File: src/utcl_pkg.sv
`timescale 1ns / 1ps

package utcl_pkg;

    localparam logic [1:0] CFG_IDX_OFFSET   = 2'd0;
    localparam logic [1:0] CFG_IDX_YEAR_MIN = 2'd1;
    localparam logic [1:0] CFG_IDX_YEAR_MAX = 2'd2;

    localparam logic signed [16:0] OFFSET_RST   = -17'sd10800;
    localparam logic [11:0]        YEAR_MIN_RST = 12'd2024;
    localparam logic [11:0]        YEAR_MAX_RST = 12'd2099;

    localparam logic [16:0]        SECS_PER_HOUR = 17'd3600;
    localparam logic [16:0]        SECS_PER_MIN  = 17'd60;
    localparam logic signed [18:0] SECS_PER_DAY  = 19'sd86400;

    // floor(x / 3600) for x < 86400: (x * 1165) >> 22 is exact or one low
    localparam logic [26:0] HOUR_RECIP = 27'd1165;
    localparam int          HOUR_SHIFT = 22;
    // floor(x / 60) for x < 3600: (x * 1092) >> 16 is exact or one low
    localparam logic [21:0] MIN_RECIP  = 22'd1092;
    localparam int          MIN_SHIFT  = 16;
    // floor(y / 25) for y < 4096, exact
    localparam logic [24:0] Y25_RECIP  = 25'd5243;
    localparam int          Y25_SHIFT  = 17;

    typedef struct packed {
        logic       ok;
        logic [4:0] dim_cur;
        logic [4:0] dim_prev;
    } utcl_chk_t;

    typedef struct packed {
        logic [12:0] year;
        logic [3:0]  month;
        logic [4:0]  day;
    } utcl_date_t;

    function automatic logic [4:0] month_days(logic [3:0] month, logic leap_yr);
        logic [4:0] d;
        case (month) inside
            4'd2:                    d = leap_yr ? 5'd29 : 5'd28;
            4'd4, 4'd6, 4'd9, 4'd11: d = 5'd30;
            default:                 d = 5'd31;
        endcase
        return d;
    endfunction

endpackage

File: src/utc_to_local_datetime.sv
`timescale 1ns / 1ps
// Channel   Direction  Handshake          Payload
// s_        in         s_valid / s_ready  s_utc_year .. s_utc_second
// m_        out        m_valid / m_ready  m_valid_res, m_local_* fields
// cfg_      in         cfg_wr_en          cfg_addr, cfg_wdata
//
// Seven register stages: check, offset add, day rollover, hour estimate,
// hour fix, minute estimate, minute fix into the output register.
// One transfer per cycle in and out while the output is not stalled.
// Each stage holds while its successor is full and stalled, so bubbles
// close up and nothing is lost or repeated. aresetn is synchronous and
// clears stage valids and loads the register reset values.

module utc_to_local_datetime
    import utcl_pkg::*;
(
    input  logic        aclk,
    input  logic        aresetn,

    input  logic        cfg_wr_en,
    input  logic [1:0]  cfg_addr,
    input  logic [16:0] cfg_wdata,

    input  logic        s_valid,
    output logic        s_ready,
    input  logic [11:0] s_utc_year,
    input  logic [3:0]  s_utc_month,
    input  logic [4:0]  s_utc_day,
    input  logic [4:0]  s_utc_hour,
    input  logic [5:0]  s_utc_minute,
    input  logic [5:0]  s_utc_second,

    output logic        m_valid,
    input  logic        m_ready,
    output logic        m_valid_res,
    output logic [12:0] m_local_year,
    output logic [3:0]  m_local_month,
    output logic [4:0]  m_local_day,
    output logic [4:0]  m_local_hour,
    output logic [5:0]  m_local_minute,
    output logic [5:0]  m_local_second,
    output logic [16:0] m_local_seconds_of_day
);

    logic signed [16:0] offset_reg;
    logic [11:0]        year_min_reg;
    logic [11:0]        year_max_reg;

    always_ff @(posedge aclk) begin
        if (!aresetn) begin
            offset_reg   <= OFFSET_RST;
            year_min_reg <= YEAR_MIN_RST;
            year_max_reg <= YEAR_MAX_RST;
        end else if (cfg_wr_en) begin
            case (cfg_addr)
                CFG_IDX_OFFSET:   offset_reg   <= $signed(cfg_wdata);
                CFG_IDX_YEAR_MIN: year_min_reg <= cfg_wdata[11:0];
                CFG_IDX_YEAR_MAX: year_max_reg <= cfg_wdata[11:0];
                default: ;
            endcase
        end
    end

    // stage valids and advance enables
    logic [7:1] vld_reg;
    logic [8:1] adv;

    always_comb begin
        adv[8] = m_ready;
        for (int i = 7; i >= 1; i--) begin
            adv[i] = !vld_reg[i] || adv[i+1];
        end
    end

    always_ff @(posedge aclk) begin
        if (!aresetn) begin
            vld_reg <= '0;
        end else begin
            if (adv[1]) begin
                vld_reg[1] <= s_valid;
            end
            for (int i = 2; i <= 7; i++) begin
                if (adv[i]) begin
                    vld_reg[i] <= vld_reg[i-1];
                end
            end
        end
    end

    assign s_ready = adv[1];
    assign m_valid = vld_reg[7];

    // stage 1: checks and UTC seconds of day
    utcl_chk_t chk;

    utcl_date_check u_date_check (
        .year     (s_utc_year),
        .month    (s_utc_month),
        .day      (s_utc_day),
        .hour     (s_utc_hour),
        .minute   (s_utc_minute),
        .second   (s_utc_second),
        .year_min (year_min_reg),
        .year_max (year_max_reg),
        .chk      (chk)
    );

    logic [16:0] sod_next;
    logic        ok1_reg;
    logic [16:0] sod1_reg;
    logic [11:0] year1_reg;
    logic [3:0]  month1_reg;
    logic [4:0]  day1_reg;
    logic [4:0]  dcur1_reg;
    logic [4:0]  dprev1_reg;

    assign sod_next = 17'(s_utc_hour) * SECS_PER_HOUR + 17'(s_utc_minute) * SECS_PER_MIN
                    + 17'(s_utc_second);

    always_ff @(posedge aclk) begin
        if (adv[1]) begin
            ok1_reg    <= chk.ok;
            sod1_reg   <= sod_next;
            year1_reg  <= s_utc_year;
            month1_reg <= s_utc_month;
            day1_reg   <= s_utc_day;
            dcur1_reg  <= chk.dim_cur;
            dprev1_reg <= chk.dim_prev;
        end
    end

    // stage 2: add offset
    logic               ok2_reg;
    logic signed [18:0] sum2_reg;
    logic [11:0]        year2_reg;
    logic [3:0]         month2_reg;
    logic [4:0]         day2_reg;
    logic [4:0]         dcur2_reg;
    logic [4:0]         dprev2_reg;

    always_ff @(posedge aclk) begin
        if (adv[2]) begin
            ok2_reg    <= ok1_reg;
            sum2_reg   <= $signed({2'b00, sod1_reg})
                        + $signed({{2{offset_reg[16]}}, offset_reg});
            year2_reg  <= year1_reg;
            month2_reg <= month1_reg;
            day2_reg   <= day1_reg;
            dcur2_reg  <= dcur1_reg;
            dprev2_reg <= dprev1_reg;
        end
    end

    // stage 3: bring time into one day, roll date
    logic               under;
    logic               over;
    logic signed [18:0] t_adj;
    utcl_date_t         date_next;
    logic [12:0]        year_ext;

    assign under    = sum2_reg < 19'sd0;
    assign over     = sum2_reg >= SECS_PER_DAY;
    assign year_ext = {1'b0, year2_reg};

    always_comb begin
        t_adj     = sum2_reg;
        date_next = '{year: year_ext, month: month2_reg, day: day2_reg};
        if (under) begin
            t_adj = sum2_reg + SECS_PER_DAY;
            if (day2_reg > 5'd1) begin
                date_next.day = day2_reg - 5'd1;
            end else if (month2_reg > 4'd1) begin
                date_next.month = month2_reg - 4'd1;
                date_next.day   = dprev2_reg;
            end else begin
                date_next.month = 4'd12;
                date_next.year  = year_ext - 13'd1;
                date_next.day   = dprev2_reg;
            end
        end else if (over) begin
            t_adj = sum2_reg - SECS_PER_DAY;
            if (day2_reg < dcur2_reg) begin
                date_next.day = day2_reg + 5'd1;
            end else if (month2_reg < 4'd12) begin
                date_next.day   = 5'd1;
                date_next.month = month2_reg + 4'd1;
            end else begin
                date_next.day   = 5'd1;
                date_next.month = 4'd1;
                date_next.year  = year_ext + 13'd1;
            end
        end
    end

    logic        ok3_reg;
    logic [16:0] t3_reg;
    utcl_date_t  date3_reg;

    always_ff @(posedge aclk) begin
        if (adv[3]) begin
            ok3_reg   <= ok2_reg;
            t3_reg    <= t_adj[16:0];
            date3_reg <= date_next;
        end
    end

    // stage 4: hour estimate
    logic [26:0] hprod;
    logic        ok4_reg;
    logic [16:0] t4_reg;
    logic [4:0]  hq4_reg;
    utcl_date_t  date4_reg;

    assign hprod = 27'(t3_reg) * HOUR_RECIP;

    always_ff @(posedge aclk) begin
        if (adv[4]) begin
            ok4_reg   <= ok3_reg;
            t4_reg    <= t3_reg;
            hq4_reg   <= hprod[HOUR_SHIFT +: 5];
            date4_reg <= date3_reg;
        end
    end

    // stage 5: hour fix, seconds within hour
    logic [16:0] hrem;
    logic        hfix;
    logic        ok5_reg;
    logic [16:0] t5_reg;
    logic [4:0]  hour5_reg;
    logic [11:0] r5_reg;
    utcl_date_t  date5_reg;

    assign hrem = t4_reg - 17'(hq4_reg) * SECS_PER_HOUR;
    assign hfix = hrem >= SECS_PER_HOUR;

    always_ff @(posedge aclk) begin
        if (adv[5]) begin
            ok5_reg   <= ok4_reg;
            t5_reg    <= t4_reg;
            hour5_reg <= hq4_reg + 5'(hfix);
            r5_reg    <= hfix ? 12'(hrem - SECS_PER_HOUR) : hrem[11:0];
            date5_reg <= date4_reg;
        end
    end

    // stage 6: minute estimate
    logic [21:0] mprod;
    logic        ok6_reg;
    logic [16:0] t6_reg;
    logic [4:0]  hour6_reg;
    logic [11:0] r6_reg;
    logic [5:0]  mq6_reg;
    utcl_date_t  date6_reg;

    assign mprod = 22'(r5_reg) * MIN_RECIP;

    always_ff @(posedge aclk) begin
        if (adv[6]) begin
            ok6_reg   <= ok5_reg;
            t6_reg    <= t5_reg;
            hour6_reg <= hour5_reg;
            r6_reg    <= r5_reg;
            mq6_reg   <= mprod[MIN_SHIFT +: 6];
            date6_reg <= date5_reg;
        end
    end

    // stage 7: minute fix into output register
    logic [11:0] mrem;
    logic        mfix;

    assign mrem = r6_reg - 12'(mq6_reg) * 12'(SECS_PER_MIN);
    assign mfix = mrem >= 12'(SECS_PER_MIN);

    always_ff @(posedge aclk) begin
        if (adv[7]) begin
            if (ok6_reg) begin
                m_valid_res            <= 1'b1;
                m_local_year           <= date6_reg.year;
                m_local_month          <= date6_reg.month;
                m_local_day            <= date6_reg.day;
                m_local_hour           <= hour6_reg;
                m_local_minute         <= mq6_reg + 6'(mfix);
                m_local_second         <= mfix ? 6'(mrem - 12'(SECS_PER_MIN)) : mrem[5:0];
                m_local_seconds_of_day <= t6_reg;
            end else begin
                m_valid_res            <= 1'b0;
                m_local_year           <= '0;
                m_local_month          <= '0;
                m_local_day            <= '0;
                m_local_hour           <= '0;
                m_local_minute         <= '0;
                m_local_second         <= '0;
                m_local_seconds_of_day <= '0;
            end
        end
    end

endmodule

File: src/utcl_date_check.sv
`timescale 1ns / 1ps

module utcl_date_check
    import utcl_pkg::*;
(
    input  logic [11:0] year,
    input  logic [3:0]  month,
    input  logic [4:0]  day,
    input  logic [4:0]  hour,
    input  logic [5:0]  minute,
    input  logic [5:0]  second,
    input  logic [11:0] year_min,
    input  logic [11:0] year_max,
    output utcl_chk_t   chk
);

    logic [24:0] y25_prod;
    logic [7:0]  y25_q;
    logic [11:0] y25_rem;
    logic        div25;
    logic        leap_yr;
    logic        year_ok;
    logic        month_ok;
    logic        day_ok;
    logic        time_ok;
    logic [4:0]  dim_cur;

    assign y25_prod = 25'(year) * Y25_RECIP;
    assign y25_q    = y25_prod[Y25_SHIFT +: 8];
    assign y25_rem  = year - 12'((12'(y25_q) << 4) + (12'(y25_q) << 3) + 12'(y25_q));
    assign div25    = (y25_rem == 12'd0);

    // div by 100 = div by 4 and 25; div by 400 = div by 16 and 25
    assign leap_yr  = (year[1:0] == 2'd0) && (!div25 || (year[3:0] == 4'd0));

    assign dim_cur  = month_days(month, leap_yr);
    assign year_ok  = (year >= year_min) && (year <= year_max);
    assign month_ok = (month >= 4'd1) && (month <= 4'd12);
    assign day_ok   = (day >= 5'd1) && (day <= dim_cur);
    assign time_ok  = (hour <= 5'd23) && (minute <= 6'd59) && (second <= 6'd59);

    assign chk.ok       = year_ok && month_ok && day_ok && time_ok;
    assign chk.dim_cur  = dim_cur;
    assign chk.dim_prev = (month == 4'd1) ? 5'd31 : month_days(4'(month - 4'd1), leap_yr);

endmodule

File: config.mk
export PLATFORM = sky130hd
export DESIGN_NAME = utc_to_local_datetime
export DESIGN_NICKNAME = d
export VERILOG_FILES = /design/src/utcl_pkg.sv /design/src/utc_to_local_datetime.sv /design/src/utcl_date_check.sv
export SDC_FILE = /design/constraint.sdc
export NUM_CORES = 1
export LEC_CHECK = 0
export BUFFER_PORTS_ARGS = -buffer_cell sky130_fd_sc_hd__buf_2
export CAP_MARGIN = 20
export CORE_ASPECT_RATIO = 1.75
export CORE_MARGIN = 4
export CORE_UTILIZATION = 45
export CTS_CLUSTER_DIAMETER = 30
export CTS_CLUSTER_SIZE = 25
export DETAILED_ROUTE_END_ITERATION = 6
export GPL_TIMING_DRIVEN = 0
export PLACE_DENSITY = 0.64
export SLEW_MARGIN = 20
export SYNTH_ARGS = -nofsm -noshare
export SYNTH_HDL_FRONTEND = slang
export SYNTH_SLANG_ARGS = --single-unit
File: constraint.sdc
create_clock -name aclk -period 20.2 [get_ports aclk]
set_clock_uncertainty 0.1 [all_clocks]
set_input_delay 3.03 -clock aclk [delete_from_list [all_inputs] [get_ports aclk]]
set_output_delay 3.03 -clock aclk [all_outputs]
set_load 0.02 [all_outputs]
==> metrics.csv <==
stage;metric;value;unit
status;status;complete, no violations;
synthesis;Synth cell types;76;
routing;Metal-1 WL;18.0;mm
synthesis;syn avg cell area;11.8;um^2
routing;vias per cell;5.15;
synthesis;Synth top area share;0.394;
synthesis;Synth Net Count;2799;
final_layout;area grow syn2layout;13.5;%
sta;Tightest Pin Transition;1.02;ns
floorplan;I/O pin total;121;
critical_path;worst r2r src;mq6_reg[2]$_DFFE_PP_;
cts;TritonCTS Buffers;50;
routing;Routed wire per std cell;15.9;um
critical_path;critical path class;input port to register;
sta;final setup fails;0;
synthesis;sequential area share after synthesis;0.431;
floorplan;Die X;189;um
final_layout;# nets final;2976;
cts;post-CTS setup buffers;0;
global_route;largest net degree at the start of global routing;60;
sta;worst rel slew slack;0.321;
synthesis;ranking of synthesized cells by area;edfxtp_1 (39%), ha_1 (20%), fa_1 (9.4%), inv_1 (4.5%), dfxtp_1 (3.7%);
sta;Max Fclk;79.0;MHz
routing;top sig layer;met4;
global_route;initial antenna violation count;0;
placed_design;Final Wtd Congestion;0.871;
cts;CTS Buffer Depth;3;
floorplan;Die ar.;61600;um^2
final_layout;share of layout cells above drive strength 1;0.103;
critical_path;CP required;20.42;ns
sta;Slew Viols, Final;0;
routing;routed wl met2;29.4;mm
critical_path;CP endpoint kind;register;
global_route;grt total ovfl;0;
critical_path;Critical path buffers and inverters;7;
floorplan;Core Region;57000;um^2
synthesis;synthesized cell area;25900;um^2
cts;clk slew on worst S/H paths;0.06;ns
cts;TritonCTS clock tree;built;
critical_path;CP max FO;9;
floorplan;Starting Density;0.454;
final_layout;Filler cells;5012;
cts;CTS H-tree lvls;2;
routing;DR vias;16400;
placed_design;hpwl dp;41.6;mm
routing;Routed WL;50.5;mm
sta;Final Critical Period;12.65;ns
critical_path;CP arrival;12.88;ns
placed_design;Setup WS pre-CTS;6.84;ns
synthesis;Synth async-reset ratio;0;
cts;quantity of gates resized following cts;0;
cts;clock tree sinks;388;
synthesis;Post-synth EDFFs;340;
sta;Sum Neg Setup Slack;0;ns
sta;RSZ-0062 raised after global routing;no;
synthesis;Top FF cell, synth;edfxtp_1;
critical_path;CP max stage delay;0.63;ns
routing;ANT nets after route;0;
floorplan;row count;116;
critical_path;slowest library cell on the worst path;o41ai_2;
critical_path;Worst Setup SP;s_utc_year[6];
global_route;first-pass GRT wire length;84.6;mm
synthesis;cell count after synthesis;2197;
synthesis;YS warnings;0;
critical_path;kind of cell adding the most delay to the critical path;adder cells;
synthesis;largest area contributor in the netlist;edfxtp_1;
sta;Final Hold Viols;0;
sta;worst setup margin;7.55;ns
cts;clock latency on the worst-skew pair;0.58;ns
routing;drt initial violations;799;
cts;root buf cell;clkbuf_16;
cts;hold-fix buffers at CTS;0;
global_route;total track usage;0.167;
min_path;HP Start;t5_reg[4]$_DFFE_PP_;
final_layout;post-layout util;0.515;
placed_design;PortBufs;119;
sta;final worst path period share;0.626;
final_layout;# diodes;0;
critical_path;crit-path most repeated cell;a21oi_1;
routing;WL met3;1.60;mm
synthesis;number of synthesized register bits;388;
routing;Detailed Routing Iterations Pass 1;6;
global_route;vias in the first global route;17600;
floorplan;Die Y;325;um
critical_path;startpoint types;input port;
run;total of max-cap violations;0;
routing;drt drc;0;
min_path;hold crit path type;register to register;
## metrics by stage
| stage | cells | hold WS, ns | instance area [um^2] |
|---|---|---|---|
| 6_report | 3183 | 0.298 | 29400 |
| 5_1_grt | 3183 | 0.306 | 29400 |
| 4_1_cts | 3183 | 0.303 | 29400 |
| 3_5_place_dp | 3089 | 0.305 | 27600 |
| 3_3_place_gp | 3083 | 0.301 | 27400 |
| 2_1_floorplan | 2197 | 0.300 | 25900 |
## cells in the final DEF, fill, tap and decap left out, types with 14 or more instances in the layout
cell type and instances:
nor3_1 26, o21a_1 20, nand4_1 14, ha_1 419, edfxtp_1 340, o21bai_1 21, and2_1 50, o21ai_0 48
clkbuf_16 51, nand3_1 45, nor2_1 87, nand2_1 125, buf_2 120, xnor2_1 89, nor2b_1 18, a21boi_0 22
inv_1 307, dfxtp_1 48, a31oi_1 16, o211ai_1 19, fa_1 121, xor2_1 44, a21o_1 33, clkbuf_1 26
a21oi_1 98
## synthesized netlist by cell type, types with 4 or more instances
cell type  count
ha_1         419
edfxtp_1     340
inv_1        311
nand2_1      128
fa_1         121
a21oi_1       98
xnor2_1       89
nor2_1        87
and2_1        50
dfxtp_1       48
o21ai_0       48
nand3_1       45
xor2_1        44
a21o_1        33
nor3_1        26
clkbuf_1      25
a21boi_0      22
o21bai_1      21
o21a_1        20
o211ai_1      19
nor2b_1       18
a31oi_1       16
nand4_1       14
nor4_1        13
and3_1        11
nand2b_1      10
or2_2          8
nor3b_1        7
o31ai_1        7
a211oi_1       5
nand3b_1       5
o22ai_1        5
or3_1          5
a2111oi_0      4
a32oi_1        4
a41oi_1        4
mux2i_1        4
nor4b_1        4
## routing by layer
layer	vias to the layer above	track usage
met5	-	0
met4	0	0.0574
met3	97	0.0208
met2	304	0.343
met1	7872	0.167
li1	8109	-
## path summary, 6_finish.rpt
path / end / slack [ns] / cells after the start
worst max-delay path: ok1_reg$_DFFE_PP_ / 7.55 / 40
worst max register to register: m_local_minute[1]$_SDFFCE_PN0P_ / 14.30 / 20
worst min register to register: t6_reg[4]$_DFFE_PP_ / 0.30 / 0
worst min-delay path: t6_reg[4]$_DFFE_PP_ / 0.30 / 0
## area by class of cell
cell class | count | area [um^2] | share of cell area
Clock buffer | 52 | 1280 | 0.0436
Buffer | 29 | 118 | 0.00400
Multi-Input combinational cell | 1468 | 13400 | 0.458
Inverter | 312 | 1170 | 0.0399
Sequential cell | 388 | 11200 | 0.380
Tap cell | 767 | 960 | 0.0327
Clock inverter | 42 | 509 | 0.0173
Timing Repair Buffer | 125 | 723 | 0.0246
## cell families (layout without fill, tap and decap cells)
logic type / count (synthesis) / count (layout) / share of synthesized area
xor+xnor: 133 / 133 / 0.0450
buf+inv: 341 / 560 / 0.0498
fa+ha+maj: 540 / 540 / 0.296
flops: 388 / 388 / 0.431
simple gates: 442 / 442 / 0.0848
mux: 7 / 7 / 0.00285
compound gates: 346 / 346 / 0.0901
Power is left out: the tool's default activity adds up to more than one toggle a clock period on the data nets, which glitch-free logic cannot reach.
